==> config.mk <==
export PLATFORM = sky130hd
export DESIGN_NAME = mqfd_cmdq
export DESIGN_NICKNAME = d
export VERILOG_FILES = /design/src/mqfd_pkg.sv /design/src/mqfd_cmdq.sv
export SDC_FILE = /design/constraint.sdc
export NUM_CORES = 1
export LEC_CHECK = 0
export ABC_AREA = 0
export BUFFER_PORTS_ARGS = -buffer_cell sky130_fd_sc_hd__buf_4
export CORE_UTILIZATION = 45
export DETAILED_ROUTE_END_ITERATION = 10
export GPL_TIMING_DRIVEN = 0
export PLACE_DENSITY = 0.83
export SYNTH_ARGS = -nofsm -noshare
export SYNTH_HDL_FRONTEND = slang
export SYNTH_SLANG_ARGS = --single-unit
==> constraint.sdc <==
create_clock -name clk -period 1.5 [get_ports clk]
set_input_delay 0.3 -clock clk [delete_from_list [all_inputs] [get_ports clk]]
set_output_delay 0.3 -clock clk [all_outputs]
set_load 0.1 [all_outputs]
==> src/mqfd_pkg.sv <==
// ----------------------------------------------------------------------------
// mqfd_pkg
// shared types and constants of the message queue filter dispatch block
// ----------------------------------------------------------------------------
package mqfd_pkg;

  localparam int QUEUE_DEPTH = 32;
  localparam int MAX_SUBS    = 16;
  localparam int QW          = $clog2(QUEUE_DEPTH);
  localparam int SW          = $clog2(MAX_SUBS);
  localparam int CMD_DEPTH   = 2;

  typedef enum logic [1:0] {
    MODE_SUB   = 2'd0,
    MODE_UNSUB = 2'd1,
    MODE_PUB   = 2'd2,
    MODE_PROC  = 2'd3
  } mode_t;

  typedef enum logic [1:0] {
    ST_OK       = 2'd0,
    ST_OVERFLOW = 2'd1,
    ST_NOT_FOUND = 2'd2,
    ST_EMPTY    = 2'd3
  } status_t;

  typedef enum logic [1:0] {
    BK_IDLE,
    BK_READ,
    BK_SCAN,
    BK_DONE
  } bk_state_t;

  // command from front to back part
  typedef struct packed {
    logic          is_proc;    // process with a queued message
    logic [1:0]    status;
    logic [4:0]    sub_id;
    logic          drop;
    logic          sent;
    logic [QW-1:0] head;
  } cmd_t;

endpackage

==> src/mqfd_cmdq.sv <==
// ----------------------------------------------------------------------------
// mqfd_cmdq
// short queue of classified commands between front and back
// ----------------------------------------------------------------------------
module mqfd_cmdq
  import mqfd_pkg::*;
(
  input  logic clk,
  input  logic rst,
  input  logic push,
  input  cmd_t wdata,
  output logic full,
  input  logic pop,
  output cmd_t rdata,
  output logic empty
);

  cmd_t       slots [CMD_DEPTH];
  logic [0:0] wp;
  logic [0:0] rp;
  logic [1:0] cnt;

  assign full  = (cnt == 2'(CMD_DEPTH));
  assign empty = (cnt == '0);
  assign rdata = slots[rp];

  always_ff @(posedge clk) begin
    if (rst) begin
      wp  <= '0;
      rp  <= '0;
      cnt <= '0;
    end else begin
      if (push && !full) wp <= wp + 1'b1;
      if (pop && !empty) rp <= rp + 1'b1;
      cnt <= cnt + 2'(push && !full) - 2'(pop && !empty);
    end
  end

  always_ff @(posedge clk) begin
    if (push && !full) slots[wp] <= wdata;
  end

endmodule

Word level (Yosys, flattened, before mapping):

Memories as Yosys holds them, arrays and structs flattened. A register that Yosys moved wholly into a read port is not among the register bits.
Cells that the tools add are included.

* add/subtract/negate cells: 4
* eq/ne operators: 1
* muxes and demuxes: 4
* reductions and logical operators: 5

Operators with widths (number)
* 2-to-1 mux 1 bit: 4
* adder 1 bit (second input constant): 2
* adder 2 x 1 -> 2 bit: 1
* equality test 2 bit (second input constant): 1
* logical AND 1 bit: 2
* zero test 1 bit: 2
* zero test 2 bit: 1
* subtractor 2 x 1 -> 2 bit: 1

* flip-flop bits (word level): 4
* bits in writable memories: 30
* bits of input ports: 19
* output and inout port bits: 17
* logic and storage cells: 18
* memories: 1

Memories
* slots: depth 2, width 15, read ports 1, clocked after Yosys merged registers in 1, write ports 1, line mqfd_cmdq.sv:18 `cmd_t slots [CMD_DEPTH];`

Longest topological paths before layout:

Gate-level depths: netlist (run 1).

* depth after elaboration: 5
* depth in mapped cells: 8

Least setup slack after synthesis (run 1):

No wires, ideal clock.

* kind: reg2out
* start: reg cnt[1]
* end: out empty
* arrival time: 1.599 ns
* data required time: 1.200 ns
* path slack: -0.399 ns
* cell stages (with the launch flop): 2
* buffers on the path: 0
* path through: dfxtp_1 -> nor2_1

* longest elaborated chain between the ends: 1

Ends and longest elaborated chain
* start, declared: line mqfd_cmdq.sv:21 `logic [1:0] cnt;`
* start signal, assigned: line mqfd_cmdq.sv:35 `cnt <= cnt + 2'(push && !full) - 2'(pop && !empty);`
* zero test 2 bit: line mqfd_cmdq.sv:24 `assign empty = (cnt == '0);`
* end, declared: line mqfd_cmdq.sv:15 `output logic empty`

No other way between the ends.

==> out/summary.log, run 1 <==
qor: floorplan.die_x 56.11 µm
qor: routing.drt_pre_antenna_iters 4
qor: setup_path.crit_arrival 1.39 ns
qor: routing.detail_route.wirelength 2726 µm
qor: routing.wl_met3 157 µm
qor: setup_path.rr_worst_depth 6
qor: routing.wl_per_cell 17.47 µm
qor: yosys.yosysTopAreaCellShare 0.6838
qor: sta.timing.final.ws_setup -0.1948 ns
qor: routing.drtAntennaViolNets 0
qor: cts.cts-hold-fix-buffers 0
qor: setup_path.crit_chain buf_12 -> mux2_4 -> buf_12
qor: sta.period_needed 1.695 ns
qor: yosys.yosys_register_bits 35
qor: cts.tritoncts.num_buffers 5
qor: sta.timing.clock.skew 0.008880 ns
qor: sta.final_min_period_over_clock_period 1.130
qor: setup_path.most_frequent_cell_on_the_critical_path sky130_fd_sc_hd__buf_12
qor: cts.cts_tree yes
qor: yosys.syn-instance-count 74
qor: floorplan.core 2758 µm²
qor: outcome.failing_checks setup timing
qor: finish.number_of_inserted_filler_cells_in_the_final_layout 157
qor: setup_path.worstPathMaxFanout 10
qor: sta.timing.final.setup_violations 30
qor: flow_run.max_cap_violations 0
qor: setup_path.worstReg2RegEnd slots[0][5]
qor: setup_path.timing.critical_path.required 1.20 ns
qor: setup_path.path_delay_family flip-flops
qor: routing.dr_wl_met2 1537 µm
qor: placement.total_of_buffers_placed_on_input_and_output_ports 35
qor: yosys.dominant_cells_by_area_after_synthesis sky130_fd_sc_hd__edfxtp_1 (68%), sky130_fd_sc_hd__mux2_1 (13%), sky130_fd_sc_hd__dfxtp_1 (7.6%), sky130_fd_sc_hd__ha_1 (1.9%), sky130_fd_sc_hd__nor2_1 (1.1%)
qor: setup_path.critical_register_to_register_path_startpoint cnt[0]
qor: routing.wirelength_met1 986 µm
qor: global_route.antenna_violations_before_repair 0
qor: floorplan.rows 19
qor: yosys.synth-seq-area-share 0.7597
qor: routing.iteration_0_drc_count_of_the_detailed_router 16
qor: global_route.grt_util_all_layers 0.1684
qor: sta.worstMarginPinSlew 0.3756 ns
qor: setup_path.timing.critical_path.buf_inv 2
qor: setup_path.cp.depth 3
qor: setup_path.worst_setup_path_end_kind primary output
qor: placement.half_perimeter_wire_length_after_detailed_placement 1534 µm
qor: finish.post_route_cells_drive_above_1_share 0.6720
qor: yosys.synthDominantAreaCellType sky130_fd_sc_hd__edfxtp_1
qor: setup_path.criticalPathCategory reg2out
qor: sta.rsz_0062_raised_after_global_routing yes
qor: yosys.yosys_most_used_dff sky130_fd_sc_hd__edfxtp_1
qor: yosys.synthMostInstantiatedCell sky130_fd_sc_hd__edfxtp_1
qor: outcome.status finished, violations left
qor: setup_path.worst_setup_path_start_kind flop
qor: setup_path.timing.critical_path.slowest_stage_cell sky130_fd_sc_hd__dfxtp_4
qor: floorplan.die_y 56.11 µm
qor: placement.place_congestion 0.6296
qor: floorplan.start_util 0.4778
qor: sta.timing_max_transition_violations_final 0
qor: setup_path.crit_end rdata[3]
qor: global_route.grt_pass1_vias 834
qor: yosys.syn_avg_cell_area 17.80 µm²
qor: cts.clock_tree.root_cell sky130_fd_sc_hd__clkbuf_4
qor: setup_path.cp_peak_stage_delay 0.40 ns
qor: setup_path.reg2reg_slack -0.05 ns
qor: sta.finalHoldViolations 0
qor: yosys.synth_async_sr_flop_share 0
qor: finish.antenna-diode-count 0
qor: yosys.synth_cell_type_count 21
qor: sta.maxSlewHeadroom 0.7496
qor: cts.max-clock-path-buffers 2
qor: yosys.synth_common_cells sky130_fd_sc_hd__edfxtp_1 (30), sky130_fd_sc_hd__mux2_1 (15), sky130_fd_sc_hd__dfxtp_1 (5)
qor: sta.timing.setup.tns -3.020 ns
qor: cts.clock_sink_count 35
qor: yosys.synth_fp_nets 95
qor: cts.cts.htree.levels 2
qor: finish.design.final.nets 145
qor: routing.drcViolationCount 0
qor: floorplan.overall_die_area 3148 µm²
qor: yosys.synth_enable_flop_cells 30
qor: sta.timing.fmax 590.0 MHz
qor: finish.final_core_utilization 0.7895
qor: yosys.synth.cell_area 1318 µm²
qor: routing.highest-signal-layer met4
qor: global_route.grt.overflow.total 0
qor: routing.vias 811
qor: global_route.grt_max_degree 16
qor: yosys.synth-warning-count 0
qor: cts.insertion_delay 0.34 ns
qor: cts.clkTransAtPathRegs 0.11 ns
qor: finish.syn2layout_area_growth 65.24%
qor: routing.via_per_inst 5.199
qor: worst_hold_path.worst_hold_path_type in2reg
qor: floorplan.boundaryPins 36
qor: global_route.grt_pass1_wl 3732 µm
metrics by stage:
stage	worst slack, ns	std cells	hold slack [ns]	instance area (µm²)
6_report	-0.1948	156	0.1365	2177
4_1_cts	-0.2622	157	0.1331	2022
3_3_place_gp	-0.05325	140	0.4698	1643
5_1_grt	-0.2497	156	0.1067	2177
2_1_floorplan	-0.01860	74	0.3691	1341
3_5_place_dp	-0.1469	140	0.4880	1643
cells by family (layout without fill, tap and decap cells):
kind of cell,Yosys count,after routing,share of synthesized area
multiplexers,15,15,0.1282
AO/OA/AOI/OAI,3,3,0.01424
buffers and inverters,6,57,0.02089
XOR/XNOR,2,2,0.01330
flip-flops,35,35,0.7597
adder cells (fa/ha/maj),2,2,0.01899
AND/OR/NAND/NOR,11,11,0.04464
layout make-up:
cell class,instances,area (µm²),share of cell area
Timing Repair Buffer,44,584.3,0.2684
Buffer,1,20.02,0.009195
Inverter,4,31.28,0.01437
Clock inverter,3,38.79,0.01782
Multi-Input combinational cell,33,416.7,0.1914
Clock buffer,5,37.54,0.01724
Sequential cell,35,1010,0.4638
Tap cell,31,38.79,0.01782
flip-flops by register name (all words and copies together), names as in the netlist, named ones only:
name	cells
slots	30
cnt	2
rp	1
wp	1
worst min path at each step:
stage	startpoint	end	slack, ns	depth (start not counted)
global placement	wp	wp	0.47	2
floorplan	rst	wp	0.37	1
detailed placement	wdata[6]	slots[0][6]	0.49	1
finish	wdata[7]	slots[1][7]	0.14	1
CTS	wdata[6]	slots[1][6]	0.13	1
global route	wdata[4]	slots[0][4]	0.11	1
cell usage in the layout (no fill, tap or decap):
cell type                    netlist  final
sky130_fd_sc_hd__dfxtp_2           0      1
sky130_fd_sc_hd__bufinv_16         0      1
sky130_fd_sc_hd__inv_1             3      1
sky130_fd_sc_hd__ha_4              0      2
sky130_fd_sc_hd__mux2_4            0     15
sky130_fd_sc_hd__clkinv_8          0      1
sky130_fd_sc_hd__buf_6             0      1
sky130_fd_sc_hd__inv_2             1      1
sky130_fd_sc_hd__or3_4             0      1
sky130_fd_sc_hd__xnor2_1           1      1
sky130_fd_sc_hd__o21ai_0           1      1
sky130_fd_sc_hd__buf_12            0     21
sky130_fd_sc_hd__nor2_4            0      1
sky130_fd_sc_hd__clkinv_1          0      1
sky130_fd_sc_hd__nor2b_1           1      1
sky130_fd_sc_hd__clkinv_2          0      1
sky130_fd_sc_hd__dfxtp_1           5      2
sky130_fd_sc_hd__nand2b_4          0      1
sky130_fd_sc_hd__clkinvlp_4        0      1
sky130_fd_sc_hd__dfxtp_4           0      2
sky130_fd_sc_hd__buf_4             1     23
sky130_fd_sc_hd__nor3_2            0      1
sky130_fd_sc_hd__and3_2            1      1
sky130_fd_sc_hd__nand2_4           0      1
sky130_fd_sc_hd__and2_4            0      1
sky130_fd_sc_hd__nor2_1            4      3
sky130_fd_sc_hd__a21oi_1           1      1
sky130_fd_sc_hd__o21a_4            0      1
sky130_fd_sc_hd__clkbuf_4          0      5
sky130_fd_sc_hd__xor2_2            0      1
sky130_fd_sc_hd__edfxtp_1         30     30
worst register-to-register path: stages, from the launching register on:
cell and delay (ns):
sky130_fd_sc_hd__dfxtp_2 0.36, sky130_fd_sc_hd__nand2b_4 0.16, sky130_fd_sc_hd__buf_12 0.12, sky130_fd_sc_hd__clkinv_8 0.04
sky130_fd_sc_hd__or3_4 0.34, sky130_fd_sc_hd__clkinvlp_4 0.11, sky130_fd_sc_hd__buf_12 0.14
metal layers:
metal	global-route usage	vias to the layer above
li1	-	375
met1	0.1609	403
met2	0.3044	28
met3	0.07907	5
met4	0.07317	0
met5	0	-
what timing repair did:
action | 4_1_cts | 5_1_grt
gates resized for setup | 55 | 39
buffers inserted | 9 | 0
endpoints found under the setup margin | 32 | 33
pin swaps | 3 | 2
Power of run 1 is not shown: default switching activity piles up to over one toggle a cycle in this logic, so the estimate is an artifact.
==> run 2: changes to the inputs <==
CELL_PAD_IN_SITES_DETAIL_PLACEMENT = 1   (was unset)
CELL_PAD_IN_SITES_GLOBAL_PLACEMENT = 1   (was unset)
CORE_UTILIZATION = 37   (was 45)
==> run 2 against run 1 <==
Net effect: the flow still finishes with violations (setup timing); die area rose by 21%; cell count increased by 11%; highest routed layer unchanged; flip-flop and latch count unchanged; global-route usage down 2.1 points; sequential share of layout area increased by 0.44 points; final area fell by 0.69%; first-iteration DRC count up 19%; register-to-register slack hardly changed.
==> out/summary.log, run 2 (synthesized netlist as in run 1, its figures left out) <==
qor: cts.cts-hold-fix-buffers 0 [unchanged]
qor: floorplan.die_x 61.67 µm [was 56.11 µm]
qor: sta.worstMarginPinSlew 0.3682 ns [was 0.3756 ns]
qor: sta.maxSlewHeadroom 0.7545 [was 0.7496]
qor: cts.max-clock-path-buffers 2 [unchanged]
qor: placement.half_perimeter_wire_length_after_detailed_placement 1556 µm [was 1534 µm]
qor: setup_path.criticalPathCategory reg2out [unchanged]
qor: cts.cts.htree.levels 2 [unchanged]
qor: global_route.grt_max_degree 16 [unchanged]
qor: worst_hold_path.source_of_the_worst_hold_timing_path wdata[11] [was wdata[7]]
qor: global_route.grt_pass1_wl 3629 µm [was 3732 µm]
qor: floorplan.boundaryPins 36 [unchanged]
qor: finish.max_flop_register slots [unchanged]
qor: routing.drt_pre_antenna_iters 4 [unchanged]
qor: outcome.status finished, violations left [unchanged]
qor: global_route.grt.overflow.total 0 [unchanged]
qor: global_route.grt_util_all_layers 0.1471 [was 0.1684]
qor: setup_path.timing.critical_path.required 1.20 ns [about the same]
qor: routing.via_per_inst 4.584 [was 5.199]
qor: flow_run.max_cap_violations 0 [unchanged]
qor: setup_path.critical_register_to_register_path_startpoint cnt[0] [unchanged]
qor: outcome.failing_checks setup timing [unchanged]
qor: routing.iteration_0_drc_count_of_the_detailed_router 19 [was 16]
qor: routing.detail_route.wirelength 3110 µm [was 2726 µm]
qor: finish.antenna-diode-count 0 [unchanged]
qor: cts.clock_sink_count 35 [unchanged]
qor: finish.reg.largest.list slots (30), cnt (2) [unchanged]
qor: routing.drtAntennaViolNets 0 [unchanged]
qor: floorplan.die_y 61.67 µm [was 56.11 µm]
qor: setup_path.crit_arrival 1.41 ns [was 1.39 ns]
qor: sta.finalHoldViolations 0 [unchanged]
qor: global_route.antenna_violations_before_repair 0 [unchanged]
qor: finish.layout.cells.most_common sky130_fd_sc_hd__edfxtp_1 [unchanged]
qor: sta.rsz_0062_raised_after_global_routing yes [unchanged]
qor: power_and_ir_drop.p_leak 0.8661 nW
qor: sta.timing.final.ws_setup -0.2123 ns [was -0.1948 ns]
qor: sta.timing.fmax 584.0 MHz [was 590.0 MHz]
qor: sta.timing.clock.skew 0.004674 ns [was 0.008880 ns]
qor: power_and_ir_drop.power_density 2323 nW/µm²
qor: cts.cts_tree yes [unchanged]
qor: sta.timing.final.setup_violations 31 [was 30]
qor: sta.whs 0.1519 ns [was 0.1365 ns]
qor: floorplan.rows 21 [was 19]
qor: floorplan.overall_die_area 3803 µm² [was 3148 µm²]
qor: sta.final_min_period_over_clock_period 1.142 [was 1.130]
qor: setup_path.rr_worst_depth 6 [unchanged]
qor: finish.design.final.nets 147 [was 145]
qor: cts.clkTransAtPathRegs 0.10 ns [was 0.11 ns]
qor: sta.period_needed 1.712 ns [was 1.695 ns]
qor: routing.wl_per_cell 17.98 µm [was 17.47 µm]
qor: placement.total_of_buffers_placed_on_input_and_output_ports 35 [unchanged]
qor: power_and_ir_drop.power.total 5.022 mW
qor: global_route.grt_pass1_vias 814 [was 834]
qor: setup_path.worst_setup_path_start_kind flop [unchanged]
qor: worst_hold_path.timing.hold.worst_endpoint slots[1][11] [was slots[1][7]]
qor: finish.post_route_cells_drive_above_1_share 0.6457 [was 0.6720]
qor: setup_path.worst_setup_path_end_kind primary output [unchanged]
qor: floorplan.core 3363 µm² [was 2758 µm²]
qor: setup_path.worstReg2RegEnd slots[0][5] [unchanged]
qor: cts.tritoncts.num_buffers 5 [unchanged]
qor: finish.layout_common_cells sky130_fd_sc_hd__edfxtp_1 (30), sky130_fd_sc_hd__buf_4 (26), sky130_fd_sc_hd__buf_12 (20), sky130_fd_sc_hd__mux2_4 (15), sky130_fd_sc_hd__clkbuf_4 (5) [was sky130_fd_sc_hd__edfxtp_1 (30), sky130_fd_sc_hd__buf_4 (23), sky130_fd_sc_hd__buf_12 (21), sky130_fd_sc_hd__mux2_4 (15), sky130_fd_sc_hd__clkbuf_4 (5)]
qor: worst_hold_path.worst_hold_path_type in2reg [unchanged]
qor: finish.syn2layout_area_growth 64.10% [was 65.24%]
qor: floorplan.start_util 0.3917 [was 0.4778]
qor: sta.timing_max_transition_violations_final 0 [unchanged]
qor: finish.largest_reg_flops 30 [unchanged]
qor: cts.clock_tree.root_cell sky130_fd_sc_hd__clkbuf_4 [unchanged]
qor: sta.timing.setup.tns -3.343 ns [was -3.020 ns]
qor: setup_path.worstPathMaxFanout 7 [was 10]
qor: worst_hold_path.hold_path_depth 1 [unchanged]
qor: routing.drcViolationCount 0 [unchanged]
qor: routing.vias 793 [was 811]
qor: power_and_ir_drop.vdd_drop_max 1.214 mV
qor: cts.insertion_delay 0.32 ns [was 0.34 ns]
qor: setup_path.reg2reg_slack -0.05 ns [about the same]
qor: placement.place_congestion 0.6705 [was 0.6296]
run 2: where the power goes:
group / switching, mW / internal, mW / total, mW
clock network: 0.295 / 0.174 / 0.468
logic: 1.85 / 1.32 / 3.17
registers: 0.114 / 1.27 / 1.38
run 2: worst max path at each step:
stage,startpoint,endpoint,slack [ns]
after floorplan,cnt[0],cnt[1],-0.02
after global placement,flop,rdata[14],-0.06
after CTS,flop,rdata[3],-0.26
after detailed placement,cnt[0],cnt[1],-0.13
after global routing,flop,rdata[10],-0.27
final,flop,rdata[10],-0.21
run 2: cell type report:
| type | count | area, µm² |
|---|---|---|
| Fill cell | 318 | 1201 |
| Sequential cell | 35 | 1012 |
| Timing Repair Buffer | 46 | 600.6 |
| Multi-Input combinational cell | 33 | 391.6 |
| Tap cell | 46 | 57.56 |
| Clock buffer | 6 | 41.29 |
| Inverter | 4 | 31.28 |
| Buffer | 1 | 20.02 |
| Clock inverter | 2 | 7.507 |
run 2: repair_timing:
action | 4_1_cts | 5_1_grt
endpoints found under the setup margin | 32 | 33
cloned | 0 | 1
pin swaps | 3 | 2
resized for setup | 56 | 34
buffers inserted | 10 | 0
run 2: per-layer routing:
layer  global-route usage  share of wire  up-vias
li1                     -              -      377
met3              0.05252          0.051        6
met2               0.2811           0.57       31
met1               0.1382           0.37      379
met4              0.06667         0.0080        0
met5                    0              0        -
run 2: worst max-delay path, cell delays in order (launching register included):
cell                        delay (ns)
sky130_fd_sc_hd__dfxtp_4          0.42
sky130_fd_sc_hd__clkbuf_16        0.17
sky130_fd_sc_hd__mux2_4           0.32
sky130_fd_sc_hd__buf_12           0.17
run 2: per-stage QoR:
stage / setup slack, ns / utilization / std cells / instance area (µm²)
2_1_floorplan: -0.01860 / - / 74 / 1341
3_3_place_gp: -0.06472 / 0.4940 / 155 / 1662
3_5_place_dp: -0.1326 / 0.4940 / 155 / 1662
4_1_cts: -0.2589 / 0.5964 / 173 / 2006
5_1_grt: -0.2711 / 0.6429 / 173 / 2162
6_report: -0.2123 / 0.6429 / 173 / 2162
(Power assumes the default switching activity.)
