[config.mk]
export PLATFORM = sky130hd
export DESIGN_NAME = mqfd_back
export DESIGN_NICKNAME = d
export VERILOG_FILES = /design/src/mqfd_pkg.sv /design/src/mqfd_back.sv
export SDC_FILE = /design/constraint.sdc
export NUM_CORES = 1
export LEC_CHECK = 0
export BUFFER_PORTS_ARGS = -buffer_cell sky130_fd_sc_hd__buf_2
export CORE_AREA = 2 2 348 350
export DETAILED_ROUTE_END_ITERATION = 12
export DIE_AREA = 0 0 350 352
export SETUP_SLACK_MARGIN = 0.15
export SYNTH_ARGS = -nofsm -noshare
export SYNTH_HDL_FRONTEND = slang
export SYNTH_SLANG_ARGS = --single-unit
[constraint.sdc]
create_clock -name clk -period 10.95 [get_ports clk]
set_input_delay 2.19 -clock clk [delete_from_list [all_inputs] [get_ports clk]]
set_output_delay 2.19 -clock clk [all_outputs]
set_load 0.02 [all_outputs]
[src/mqfd_pkg.sv]
// ----------------------------------------------------------------------------
// mqfd_pkg
// shared types and constants of the message queue filter dispatch block
// ----------------------------------------------------------------------------
package mqfd_pkg;

  localparam int QUEUE_DEPTH = 32;
  localparam int MAX_SUBS    = 16;
  localparam int QW          = $clog2(QUEUE_DEPTH);
  localparam int SW          = $clog2(MAX_SUBS);
  localparam int CMD_DEPTH   = 2;

  typedef enum logic [1:0] {
    MODE_SUB   = 2'd0,
    MODE_UNSUB = 2'd1,
    MODE_PUB   = 2'd2,
    MODE_PROC  = 2'd3
  } mode_t;

  typedef enum logic [1:0] {
    ST_OK       = 2'd0,
    ST_OVERFLOW = 2'd1,
    ST_NOT_FOUND = 2'd2,
    ST_EMPTY    = 2'd3
  } status_t;

  typedef enum logic [1:0] {
    BK_IDLE,
    BK_READ,
    BK_SCAN,
    BK_DONE
  } bk_state_t;

  // command from front to back part
  typedef struct packed {
    logic          is_proc;    // process with a queued message
    logic [1:0]    status;
    logic [4:0]    sub_id;
    logic          drop;
    logic          sent;
    logic [QW-1:0] head;
  } cmd_t;

endpackage

[src/mqfd_back.sv]
// ----------------------------------------------------------------------------
// mqfd_back
// carries out commands, scans subscribers, keeps totals, holds result register
// ----------------------------------------------------------------------------
module mqfd_back
  import mqfd_pkg::*;
(
  input  logic                clk,
  input  logic                rst,
  input  logic [31:0]         local_id,
  input  cmd_t                cmd,
  input  logic                cmd_empty,
  output logic                cmd_pop,
  output logic                proc_done,
  output logic [QW-1:0]       rd_addr,
  input  logic [176:0]        rd_data,
  input  logic [MAX_SUBS-1:0] active,
  input  logic [15:0]         filt [MAX_SUBS],
  input  logic [SW:0]         sub_total,
  output logic                empty,
  input  logic                pop,
  output logic [1:0]          status,
  output logic [4:0]          sub_id,
  output logic [15:0]         out_type,
  output logic [31:0]         out_src,
  output logic [31:0]         out_dst,
  output logic [63:0]         out_time,
  output logic [31:0]         out_payload,
  output logic                deliver_valid,
  output logic                last,
  output logic [63:0]         sent_total,
  output logic [63:0]         delivered_total,
  output logic [63:0]         dropped_total
);

  bk_state_t  state, state_next;
  logic [SW:0] idx;
  logic        any;
  logic        hit;
  logic        later;
  logic        dst_ok;
  logic        more;
  logic        load_plain;
  logic        load_scan;
  logic [MAX_SUBS-1:0] slot_hit;
  logic [63:0] sent_c, deliv_c, drop_c;
  logic        out_free;

  assign out_free = empty || pop;
  assign rd_addr  = cmd.head;
  assign dst_ok   = rd_data[176] || rd_data[127:96] == '0 || rd_data[127:96] == local_id;
  assign more     = (idx + 1'b1) < sub_total;

  // every subscriber slot that takes the message under dispatch
  always_comb begin
    for (int j = 0; j < MAX_SUBS; j++) begin
      slot_hit[j] = ((SW+1)'(j) < sub_total) && active[j] && dst_ok &&
                    (filt[j] == '0 || filt[j] == rd_data[175:160]);
    end
  end

  // another delivery still ahead of the scan position
  always_comb begin
    later = 1'b0;
    for (int j = 0; j < MAX_SUBS; j++) begin
      if ((SW+1)'(j) > idx) later = later | slot_hit[j];
    end
  end

  assign hit        = slot_hit[idx[SW-1:0]];
  assign load_plain = state == BK_IDLE && !cmd_empty && !cmd.is_proc && out_free;
  assign load_scan  = state == BK_SCAN && out_free && (hit || (!more && !any));
  assign proc_done  = state == BK_SCAN && out_free && !more;

  always_comb begin
    state_next = state;
    unique case (state)
      BK_IDLE: if (!cmd_empty && cmd.is_proc) state_next = BK_READ;
      BK_READ: state_next = BK_SCAN;
      BK_SCAN: if (out_free && !more) state_next = BK_IDLE;
      BK_DONE: state_next = BK_IDLE;
      default: state_next = BK_IDLE;
    endcase
  end

  always_comb begin
    cmd_pop = 1'b0;
    unique case (state)
      BK_IDLE: cmd_pop = !cmd_empty && !cmd.is_proc && out_free;
      BK_SCAN: cmd_pop = out_free && !more;
      default: cmd_pop = 1'b0;
    endcase
  end

  always_ff @(posedge clk) begin
    if (rst) begin
      state   <= BK_IDLE;
      empty   <= 1'b1;
      idx     <= '0;
      any     <= 1'b0;
      sent_c  <= '0;
      deliv_c <= '0;
      drop_c  <= '0;
    end else begin
      state <= state_next;
      if (load_plain || load_scan) empty <= 1'b0;
      else if (pop) empty <= 1'b1;
      unique case (state)
        BK_IDLE: begin
          idx <= '0;
          any <= 1'b0;
          if (load_plain) begin
            if (cmd.sent) sent_c <= sent_c + 1'b1;
            if (cmd.drop) drop_c <= drop_c + 1'b1;
          end
        end
        BK_SCAN: begin
          if (out_free) begin
            idx <= idx + 1'b1;
            if (hit) begin
              any     <= 1'b1;
              deliv_c <= deliv_c + 1'b1;
            end
          end
        end
        default: ;
      endcase
    end
  end

  // result register
  always_ff @(posedge clk) begin
    priority if (load_plain) begin
      status          <= cmd.status;
      sub_id          <= cmd.sub_id;
      {out_type, out_src, out_dst, out_time, out_payload} <= '0;
      deliver_valid   <= 1'b0;
      last            <= 1'b1;
      sent_total      <= sent_c + 64'(cmd.sent);
      delivered_total <= deliv_c;
      dropped_total   <= drop_c + 64'(cmd.drop);
    end else if (load_scan) begin
      status          <= ST_OK;
      sub_id          <= hit ? 5'(idx + 1'b1) : '0;
      out_type        <= hit ? rd_data[175:160] : '0;
      out_src         <= hit ? rd_data[159:128] : '0;
      out_dst         <= hit ? rd_data[127:96] : '0;
      out_time        <= hit ? rd_data[95:32] : '0;
      out_payload     <= hit ? rd_data[31:0] : '0;
      deliver_valid   <= hit;
      last            <= hit ? !later : 1'b1;
      sent_total      <= sent_c;
      delivered_total <= deliv_c + 64'(hit);
      dropped_total   <= drop_c;
    end
  end

endmodule

Yosys cells after proc, flatten, opt, wreduce, memory -nomap -nowiden
Cells that the tools add are included.
- reduce and logical (&&, ||, !) cells: 112
- equal/unequal tests: 24
- bitwise gates (word level): 15
- magnitude comparators: 34
- mux-type cells: 46
- add/subtract/negate cells: 7
- operators with widths (kind ; count):
    2-to-1 mux 64 bit ; 7
    == test 16 bit ; 16
    logical NOT 16 bit ; 16
    adder 64 x 1 -> 64 bit ; 3
    adder 64 x 1 -> 64 bit (second input constant) ; 3
    2-to-1 mux 32 bit ; 3
    logical AND 1 bit ; 59
    > comparator 4 x 5 -> 1 bit (first input constant) ; 8
    less-than comparator 4 x 5 -> 1 bit (first input constant) ; 8
    == test 32 bit ; 1
    logical NOT 32 bit ; 1
    2-to-1 mux 1 bit ; 22
    logical OR 1 bit ; 21
    > comparator 3 x 5 -> 1 bit (first input constant) ; 4
    less-than comparator 3 x 5 -> 1 bit (first input constant) ; 4
    2-to-1 mux 5 bit ; 4
    2-to-1 mux 16 bit ; 1
    OR 1 bit ; 15
    AND reduction 3 bit ; 4
    > comparator 1 x 5 -> 1 bit (first input constant) ; 2
    > comparator 2 x 5 -> 1 bit (first input constant) ; 2
    less-than comparator 1 x 5 -> 1 bit (first input constant) ; 2
    less-than comparator 2 x 5 -> 1 bit (first input constant) ; 2
    case mux 5 bit (2 select lines) ; 1
    other kinds (15) ; 29
- output and inout port bits: 385
- input bits: 505
- logic and storage cells: 257
- register bits: 578

Logic depth before layout (Yosys ltp)
Gate-level depths: netlist (run 1).
- word-level depth: 38
- mapped depth: 22
- gate-level depth less buffers: 18

Worst setup path after synthesis (run 1)
Ideal clock, no wire load.
- kind: input to register
- start: input rd_data[168]
- end: register delivered_total[0] (enable)
- buffers on the path: 3
- arrival time: 6.670 ns
- path slack: 3.803 ns
- library setup time: 0.476 ns
- cell stages on the path: 12
- required time: 10.474 ns
- cell sequence: buf_6 > buf_6 > xor2_1 > nor4_1 > nand4_1 > a211oi_1 > o211ai_1 > a211oi_2 > a22oi_2 > nor2_1 > buf_2 > or2_2
- word-level cells in the longest chain between the ends: 8
- elaborated cells on any way between the ends: 53
- those cells by class: eq/ne: 16; mux: 2; reduce/logical: 35
- ends and longest elaborated chain (element ; RTL line ; source):
    from (decl) ; mqfd_back.sv:16 ; input logic [176:0] rd_data,
    == test 16 bit ; mqfd_back.sv:58 ; (filt[j] == '0 || filt[j] == rd_data[175:160]);
    logical OR 1 bit ; mqfd_back.sv:58 ;
    logical AND 1 bit ; mqfd_back.sv:57 ; slot_hit[j] = ((SW+1)'(j) < sub_total) && active[j] && dst_ok &&
    binary-select mux 1 bit (select 4 bit) * ; mqfd_back.sv:70 ; assign hit = slot_hit[idx[SW-1:0]];
    2-to-1 mux 1 bit (not written as such) * ; mqfd_back.sv:70 ;
    logical OR 1 bit * ; mqfd_back.sv:72 ; assign load_scan = state == BK_SCAN && out_free && (hit || (!more && !any));
    logical AND 1 bit * ; mqfd_back.sv:72 ;
    nonzero test 2 bit (no source line) * ; -- ;
    to (signal assigned) ; mqfd_back.sv:140 ; delivered_total <= deliv_c;
    to (signal assigned) ; mqfd_back.sv:153 ; delivered_total <= deliv_c + 64'(hit);
    to (decl) ; mqfd_back.sv:32 ; output logic [63:0] delivered_total,
Every way passes the cells marked *; elsewhere a longest branch is shown, timed or not. The select of a mux whose other input is x is not followed.
A chain may end at the register's enable or synchronous reset.

Final worst setup path (run 1)
- start: input rd_data[119]
- end: register delivered_total[59], data pin
- word-level cells in the longest chain between the ends: 10
- elaborated cells on any way between the ends: 41
- those cells by class: add/sub: 1; eq/ne: 1; mux: 4; reduce/logical: 35
- ends and longest elaborated chain (element ; RTL line ; source):
    logical NOT 32 bit ; mqfd_back.sv:51 ; assign dst_ok = rd_data[176] || rd_data[127:96] == '0 || rd_data[127:96] == local_id;
    logical OR 1 bit ; mqfd_back.sv:51 ;
    logical OR 1 bit * ; mqfd_back.sv:51 ;
    logical AND 1 bit (2 in a row) ; mqfd_back.sv:57 ;
    binary-select mux 1 bit (select 4 bit) * ; mqfd_back.sv:70 ;
    2-to-1 mux 1 bit (not written as such) * ; mqfd_back.sv:70 ;
    adder 64 x 1 -> 64 bit * ; mqfd_back.sv:153 ;
    2-to-1 mux 64 bit * ; mqfd_back.sv:142 ; end else if (load_scan) begin
    2-to-1 mux 64 bit * ; mqfd_back.sv:133 ; priority if (load_plain) begin
Marks and branches as above.

==> results of run 1 <==
## stage by stage
stage | hold slack, ns | total power [mW] | util
final | 0.4545 | 5.182 | 0.3282
after global routing | 0.4645 | 5.352 | 0.3278
after CTS | 0.4562 | 5.240 | 0.3274
after detailed placement | 0.4469 | 2.831 | 0.3079
after global placement | 0.4444 | 2.831 | 0.3079
after floorplan | 0.4697 | 2.586 | -
## power breakdown
| group | internal, mW | switching, mW | total (mW) | leakage [nW] |
|---|---|---|---|---|
| Clock | 1.41 | 0.982 | 2.40 | 1.12 |
| Sequential | 2.27 | 0.0180 | 2.28 | 4.82 |
| Combinational | 0.165 | 0.338 | 0.503 | 8.66 |
| Total | 3.84 | 1.34 | 5.18 | 14.6 |
## layer usage
metal / vias to the layer above / GRT usage / share of wire
met5: - / 0 / 0.00089
met4: 20 / 0.1182 / 0.054
met3: 286 / 0.07076 / 0.091
met2: 1392 / 0.3738 / 0.46
met1: 14700 / 0.2824 / 0.39
li1: 14010 / - / -
## area by class of cell
cell class / instances / share of cell area
multi-input combinational: 2496 / 0.4031
clock inverter: 34 / 0.01013
tap: 1612 / 0.05150
sequential: 578 / 0.3463
antenna: 38 / 0.002428
timing repair buffer: 899 / 0.1173
inverter: 206 / 0.01994
clock buffer: 93 / 0.04927
## registers in the layout (all words and copies together) (netlist names), 16 cells and up
| register | count |
|---|---|
| deliv_c | 64 |
| delivered_total | 64 |
| drop_c | 64 |
| dropped_total | 64 |
| out_dst | 32 |
| out_payload | 32 |
| out_src | 32 |
| out_time | 64 |
| out_type | 16 |
| sent_c | 64 |
| sent_total | 64 |
## cell usage after synthesis, drive strengths merged (5+ instances only)
library cell / number / area [um^2]
a211oi: 12 / 95.09
xnor2: 171 / 1498
o31ai: 199 / 1494
nand2: 255 / 957.2
a31o: 19 / 166.4
or4: 37 / 281.5
a21oi: 106 / 530.5
ha: 16 / 200.2
nor2b: 24 / 150.1
and4: 14 / 122.6
nor3: 81 / 426.7
o21a: 6 / 45.04
dfxtp: 379 / 7587
o21ai: 66 / 330.3
nand2b: 10 / 62.56
a31oi: 5 / 31.28
or2: 21 / 131.4
inv: 206 / 773.2
nor4: 170 / 1070
xor2: 394 / 3451
and3: 37 / 231.5
clkbuf: 149 / 561.8
mux2: 19 / 214.0
edfxtp: 199 / 5976
a22oi: 6 / 50.05
buf: 86 / 645.6
nand3: 270 / 1356
nand4: 139 / 869.6
or3: 76 / 475.5
o211ai: 6 / 45.04
nor2: 292 / 1109
and2: 8 / 50.05
## path summary, 6_finish.rpt
check / slack (ns) / end
worst min-delay path: 0.45 / deliver_valid$_SDFFE_PP0P_
worst max register to register: 4.18 / delivered_total[59]$_DFFE_PN_
worst max-delay path: 2.63 / delivered_total[59]$_DFFE_PN_
worst min register to register: 0.45 / deliver_valid$_SDFFE_PP0P_
## worst max-delay path: stages
cell and delay (ns):
sky130_fd_sc_hd__buf_2 0.14, sky130_fd_sc_hd__xor2_1 0.16, sky130_fd_sc_hd__nor4_1 0.41, sky130_fd_sc_hd__nand4_1 0.26
sky130_fd_sc_hd__o21ai_1 0.89, sky130_fd_sc_hd__nand2b_1 0.21, sky130_fd_sc_hd__nor4bb_1 0.37, sky130_fd_sc_hd__a22oi_2 0.14
sky130_fd_sc_hd__buf_4 0.35, sky130_fd_sc_hd__inv_8 0.48, sky130_fd_sc_hd__ha_1 0.30, sky130_fd_sc_hd__nand3_1 0.09
sky130_fd_sc_hd__a21oi_1 0.20, sky130_fd_sc_hd__and3_1 0.27, sky130_fd_sc_hd__nand3_1 0.46, sky130_fd_sc_hd__nor4_1 0.99
sky130_fd_sc_hd__nand3_1 0.29, sky130_fd_sc_hd__nor3_1 0.29, sky130_fd_sc_hd__xor2_1 0.10
## cells by family (layout without fill, tap and decap cells)
group | after synthesis | after routing
AND/OR/NAND/NOR | 1444 | 1444
multiplexers | 20 | 20
adder cells (fa/ha/maj) | 16 | 16
other | 0 | 38
flip-flops | 578 | 578
AO/OA/AOI/OAI | 451 | 451
XOR/XNOR | 565 | 565
buffers and inverters | 441 | 1232
==> impl_metrics.yaml, run 1 <==
status:
  outcome: "completed"
global_routing:
  wire_length_of_the_first_global_routing_pass_mm: 211.1
  antenna_found_initial: 62
  globalRouteOverflowTotal: 0
  gr-usage-all-layers: 0.2337
  grt_max_degree: 167
  first_global_vias: 29130
logic_synthesis:
  async_flop_share: 0
  synth_compound_area_frac: 0.09608
  yosys_most_used_dff: "sky130_fd_sc_hd__dfxtp_1"
  post_synthesis_share_of_cell_area_spent_on_full_adders_half_adders_and_majority_gates: 0.006395
  ys_seq_elements: 578
  synth.yosys.seq_area_share: 0.4332
  mappedNetlistArea_mm2: 0.03131
  ys_warn_count: 0
  largest_family_of_logic_cells_by_synthesized_area: "simple AND/OR/NAND/NOR gates"
  post_synth_edffs: 199
  synth.net_count: 4036
  yosys.cell_types.count: 70
  synthMuxAreaShare: 0.007154
  synthXorXnorAreaFrac: 0.1581
  syn_avg_cell_area_um2: 8.906
  syn_inst: 3515
  synth_simple_gate_area_frac: 0.2358
place:
  placed_cell_area_mm2: 0.03674
  dpl_worst_slack_ns: 2.178
  inst_count_dp: 5791
  numPortBuffers: 879
  place.detailed.hpwl_mm: 118.6
  gp_routability_congestion: 1.006
drt:
  avgViaCountPerCell: 5.105
  route.detailed.wl_per_inst_um: 25.14
  vias: 30410
  drt_iter0_markers: 2786
  antenna_left: 0
  number_of_detailed_route_iterations_in_the_first_pass: 6
  detail_route.drc_violations: 0
  drt_wl_total_mm: 149.8
cells_and_area:
  layoutNonFillerInstCount: 5956
  area_growth_syn_to_layout_pct: 25.09
  most_common_cell_after_layout_fill_and_taps_aside: "sky130_fd_sc_hd__buf_2"
  sequential_cell_area_mm2: 0.01356
  number_of_nets_in_the_layout: 4771
  stdcell_area_mm2: 0.03916
  post_route_cells_drive_above_1_share: 0.2520
  layout.cells.most_common_list: "878 x sky130_fd_sc_hd__buf_2, 394 x sky130_fd_sc_hd__xor2_1, 379 x sky130_fd_sc_hd__dfxtp_1"
  filler_cell_count: 12590
  multi_input_area_mm2: 0.01579
critical_path:
  crit_start: "rd_data[119]"
  path_class: "in2reg"
  worstPathMaxFanout: 99
  critical_path_data_required_time_ns: 11.31
  setup.worst_path.end_class: "flop"
  worst-r2r-cell-count: 18
  cp_data_arrival_time_ns: 8.68
  r2r_start: "idx[2]$_SDFFE_PP0P_"
  setup.worst_path.start_class: "input pin"
timing:
  fin_ws_ns: 2.626
  finalCriticalPeriod_ns: 8.324
  report.final.hold_viol_count: 0
  finalClockSkew_ns: 0.02309
  rsz0062_at_grt: "no"
  finalSetupTns_ns: 0
  setup_viol: 0
  fmax_mhz: 120.1
  share_of_the_clock_period_used_by_the_worst_path_after_layout: 0.7602
  relSlewSlack: 0.2825
  slew_violations: 0
  timing_worst_slew_pin_value_ns: 1.069
die:
  effective_utilization_at_floorplan: 0.2623
  number_of_top_level_pins: 890
  design.core.area_mm2: 0.1193
  rows: 127
  die_width_um: 350
  floorplan.die.height_um: 352
  die_area_mm2: 0.1232
clock_tree:
  count_of_h_tree_levels_built_during_cts: 3
  clkTransAtPathRegs_ns: 0.06
  root_buffer: "sky130_fd_sc_hd__clkbuf_16"
  cts_resized: 0
  clkSinkCount: 578
  worst_skew_pair.late_latency_ns: 0.63
  cts_buffer_depth: 3
  numCtsBuffers: 69
  cts.repair_timing.setup_buffer_count: 0
  cts_hold_buf: 0
  clock_tree_from_tritoncts: "built"
worst_hold_path:
  worst_min_delay_path_class: "reg2reg"
  timing.hold.worst_path_depth: 2
  min-delay-start: "deliver_valid$_SDFFE_PP0P_"
power_and_ir_drop:
  vdd_ir_drop_max_mv: 0.1062
  power_per_cell_area_mw_per_mm2: 132.3
  leakagePower_nw: 14.60
flow_run:
  max_cap_violations: 0
Power figures use the tool's default switching activity.
==> run 2: changes to the inputs <==
--- a/config.mk
+++ b/config.mk
@@ -5,10 +5,11 @@
 export SDC_FILE = /design/constraint.sdc
 export NUM_CORES = 1
 export LEC_CHECK = 0
+export ABC_AREA = 1
 export BUFFER_PORTS_ARGS = -buffer_cell sky130_fd_sc_hd__buf_2
-export CORE_AREA = 2 2 348 350
+export CORE_AREA = 2 2 343 345
 export DETAILED_ROUTE_END_ITERATION = 12
-export DIE_AREA = 0 0 350 352
+export DIE_AREA = 0 0 345 347
 export SETUP_SLACK_MARGIN = 0.15
 export SYNTH_ARGS = -nofsm -noshare
 export SYNTH_HDL_FRONTEND = slang
==> constraint.sdc (replaced) <==
create_clock -name clk -period 6.9 [get_ports clk]
set_input_delay 1.38 -clock clk [delete_from_list [all_inputs] [get_ports clk]]
set_output_delay 1.38 -clock clk [all_outputs]
set_load 0.02 [all_outputs]
==> impl_metrics.yaml, run 2 <==
timing:
  share_of_the_clock_period_used_by_the_worst_path_after_layout: 0.7905
  fmax_mhz: 183.3
  relSlewSlack: 0.2493
  finalSetupTns_ns: 0
  rsz0062_at_grt: "no"
  fin_ws_ns: 1.445
  hold_slack_ns: 0.4364
  finalCriticalPeriod_ns: 5.455
  setup_viol: 0
  timing_worst_slew_pin_value_ns: 1.126
  report.final.hold_viol_count: 0
  slew_violations: 0
  finalClockSkew_ns: 0.04491
drt:
  route.detailed.wl_per_inst_um: 21.41
  vias: 34610
  drt_wl_total_mm: 155.6
  detail_route.drc_violations: 0
  avgViaCountPerCell: 4.765
  drt_iter0_markers: 3005
  antenna_left: 0
  number_of_detailed_route_iterations_in_the_first_pass: 6
logic_synthesis:
  async_flop_share: 0
  yosys_most_used_dff: "sky130_fd_sc_hd__dfxtp_1"
  synth.net_count: 5341
  yosys.cell_types.count: 42
  synth.area.top_cells: "sky130_fd_sc_hd__dfxtp_1 23%, sky130_fd_sc_hd__edfxtp_1 18%, sky130_fd_sc_hd__nand2_1 16%"
  post-synth-top-area-fraction: 0.2284
  syn_avg_cell_area_um2: 6.892
  syn_inst: 4820
  most_common_cell_in_the_synthesized_netlist: "sky130_fd_sc_hd__nand2_1"
  ys_warn_count: 0
  ys_seq_elements: 578
  synth.top_cells.by_count: "1,416 x sky130_fd_sc_hd__nand2_1, 745 x sky130_fd_sc_hd__inv_1, 714 x sky130_fd_sc_hd__nor2_1"
  synthDominantAreaCellType: "sky130_fd_sc_hd__dfxtp_1"
  mappedNetlistArea_mm2: 0.03322
  post_synth_edffs: 199
  synth.yosys.seq_area_share: 0.4083
place:
  place.detailed.hpwl_mm: 126.5
  inst_count_dp: 7111
  numPortBuffers: 879
  dpl_worst_slack_ns: 0.8922
  gp_routability_congestion: 1.008
  placed_cell_area_mm2: 0.03895
worst_hold_path:
  worst_min_delay_path_class: "reg2reg"
cells_and_area:
  finish.utilization: 0.3590
  layoutNonFillerInstCount: 7264
  most_common_cell_after_layout_fill_and_taps_aside: "sky130_fd_sc_hd__nand2_1"
  stdcell_area_mm2: 0.04154
  area_growth_syn_to_layout_pct: 25.06
  layout.cells.most_common_list: "1,415 x sky130_fd_sc_hd__nand2_1, 878 x sky130_fd_sc_hd__buf_2, 743 x sky130_fd_sc_hd__inv_1"
  post_route_cells_drive_above_1_share: 0.1823
  number_of_nets_in_the_layout: 6182
power_and_ir_drop:
  sequentialPowerShare: 0.420
  pwr-share-comb: 0.108
  internal_mw: 6.373
  leakagePower_nw: 18.22
  vdd_ir_drop_max_mv: 0.1635
  net_sw_frac: 0.2651
  power.total_mw: 8.673
  pwr-share-clk: 0.471
  power_per_cell_area_mw_per_mm2: 208.8
  p_switching_mw: 2.299
die:
  number_of_top_level_pins: 890
  design.core.area_mm2: 0.1157
  floorplan.die.height_um: 347
  rows: 125
  effective_utilization_at_floorplan: 0.2870
  die_area_mm2: 0.1197
  die_width_um: 345
global_routing:
  wire_length_of_the_first_global_routing_pass_mm: 222.5
  globalRouteOverflowTotal: 0
  grt_max_degree: 154
  gr-usage-all-layers: 0.2517
  antenna_found_initial: 47
  first_global_vias: 32870
clock_tree:
  clkSinkCount: 578
  worst_skew_pair.late_latency_ns: 0.66
  clock_tree_from_tritoncts: "built"
  numCtsBuffers: 72
  cts_hold_buf: 0
  cts.repair_timing.setup_buffer_count: 0
  cts_buffer_depth: 3
  clkTransAtPathRegs_ns: 0.06
  cts_resized: 0
  root_buffer: "sky130_fd_sc_hd__clkbuf_16"
  count_of_h_tree_levels_built_during_cts: 3
critical_path:
  worstPathMaxFanout: 17
  setup.worst_path.start_class: "input pin"
  critical_path_data_required_time_ns: 7.28
  cp_data_arrival_time_ns: 5.84
  path_class: "in2reg"
  setup.worst_path.end_class: "flop"
flow_run:
  max_cap_violations: 0
status:
  outcome: "completed"
-- run 2: final timing paths --
kind | start | end | slack (ns) | depth (start not counted)
max | rd_data[170] | delivered_total[63]$_DFFE_PN_ | 1.45 | 23
min | out_time[52]$_SDFFE_PP0P_ | out_time[52]$_SDFFE_PP0P_ | 0.44 | 2
max reg2reg | idx[0]$_SDFFE_PP0P_ | last$_SDFFE_PP1P_ | 1.83 | 15
min reg2reg | out_time[52]$_SDFFE_PP0P_ | out_time[52]$_SDFFE_PP0P_ | 0.44 | 2
-- run 2: cells by family (layout without fill, tap and decap cells) --
logic type	after synthesis	count (layout)	share of synthesized area
adders and majority gates	16	16	0.006026
buffers and inverters	893	1790	0.1097
AOI/OAI and AO/OA	322	322	0.05228
other	0	23	0
and+or+nand+nor	2655	2655	0.3299
DFF	578	578	0.4083
xor gates and xnor gates	356	356	0.09386
-- run 2: worst max-delay path, cell delays in order --
cell	delay, ns
sky130_fd_sc_hd__buf_2	0.42
sky130_fd_sc_hd__inv_2	0.29
sky130_fd_sc_hd__nand2_1	0.12
sky130_fd_sc_hd__nand2_1	0.05
sky130_fd_sc_hd__nor2_1	0.09
sky130_fd_sc_hd__nand2_1	0.26
sky130_fd_sc_hd__nor2_1	0.18
sky130_fd_sc_hd__nand2_1	0.12
sky130_fd_sc_hd__a21oi_1	0.27
sky130_fd_sc_hd__a21oi_1	0.11
sky130_fd_sc_hd__nor2_1	0.12
sky130_fd_sc_hd__nand3_1	0.10
sky130_fd_sc_hd__nand2_2	0.21
sky130_fd_sc_hd__ha_1	0.24
sky130_fd_sc_hd__nand2_1	0.09
sky130_fd_sc_hd__nor2_1	0.27
sky130_fd_sc_hd__inv_1	0.09
sky130_fd_sc_hd__nor2_1	0.28
sky130_fd_sc_hd__nand2_1	0.17
sky130_fd_sc_hd__nor2_1	0.41
sky130_fd_sc_hd__nand2_1	0.21
sky130_fd_sc_hd__nor3_1	0.22
sky130_fd_sc_hd__xor2_1	0.09
-- run 2: power groups by stage --
stage	logic (mW)	clock network [mW]	registers, mW
final	0.940	4.09	3.64
after global routing	1.02	4.34	3.65
after CTS	0.936	4.20	3.65
after detailed placement	0.933	0	3.72
after global placement	0.932	0	3.72
after floorplan	0.385	0	3.82
-- run 2: cell type report --
| type | count | area, um^2 |
|---|---|---|
| fill | 12520 | 74190 |
| multi-input combinational | 3349 | 16030 |
| sequential | 578 | 13560 |
| timing repair buffer | 894 | 4564 |
| inverter | 766 | 2885 |
| clock buffer | 96 | 2036 |
| tap | 1524 | 1907 |
| clock inverter | 34 | 504.2 |
| antenna | 23 | 57.56 |
-- run 2: layer usage --
layer	part of all wire	track usage	vias up
li1	-	-	16780
met1	0.42	0.3201	16120
met2	0.45	0.4110	1455
met3	0.090	0.06890	247
met4	0.032	0.08378	12
met5	0.00048	0	-
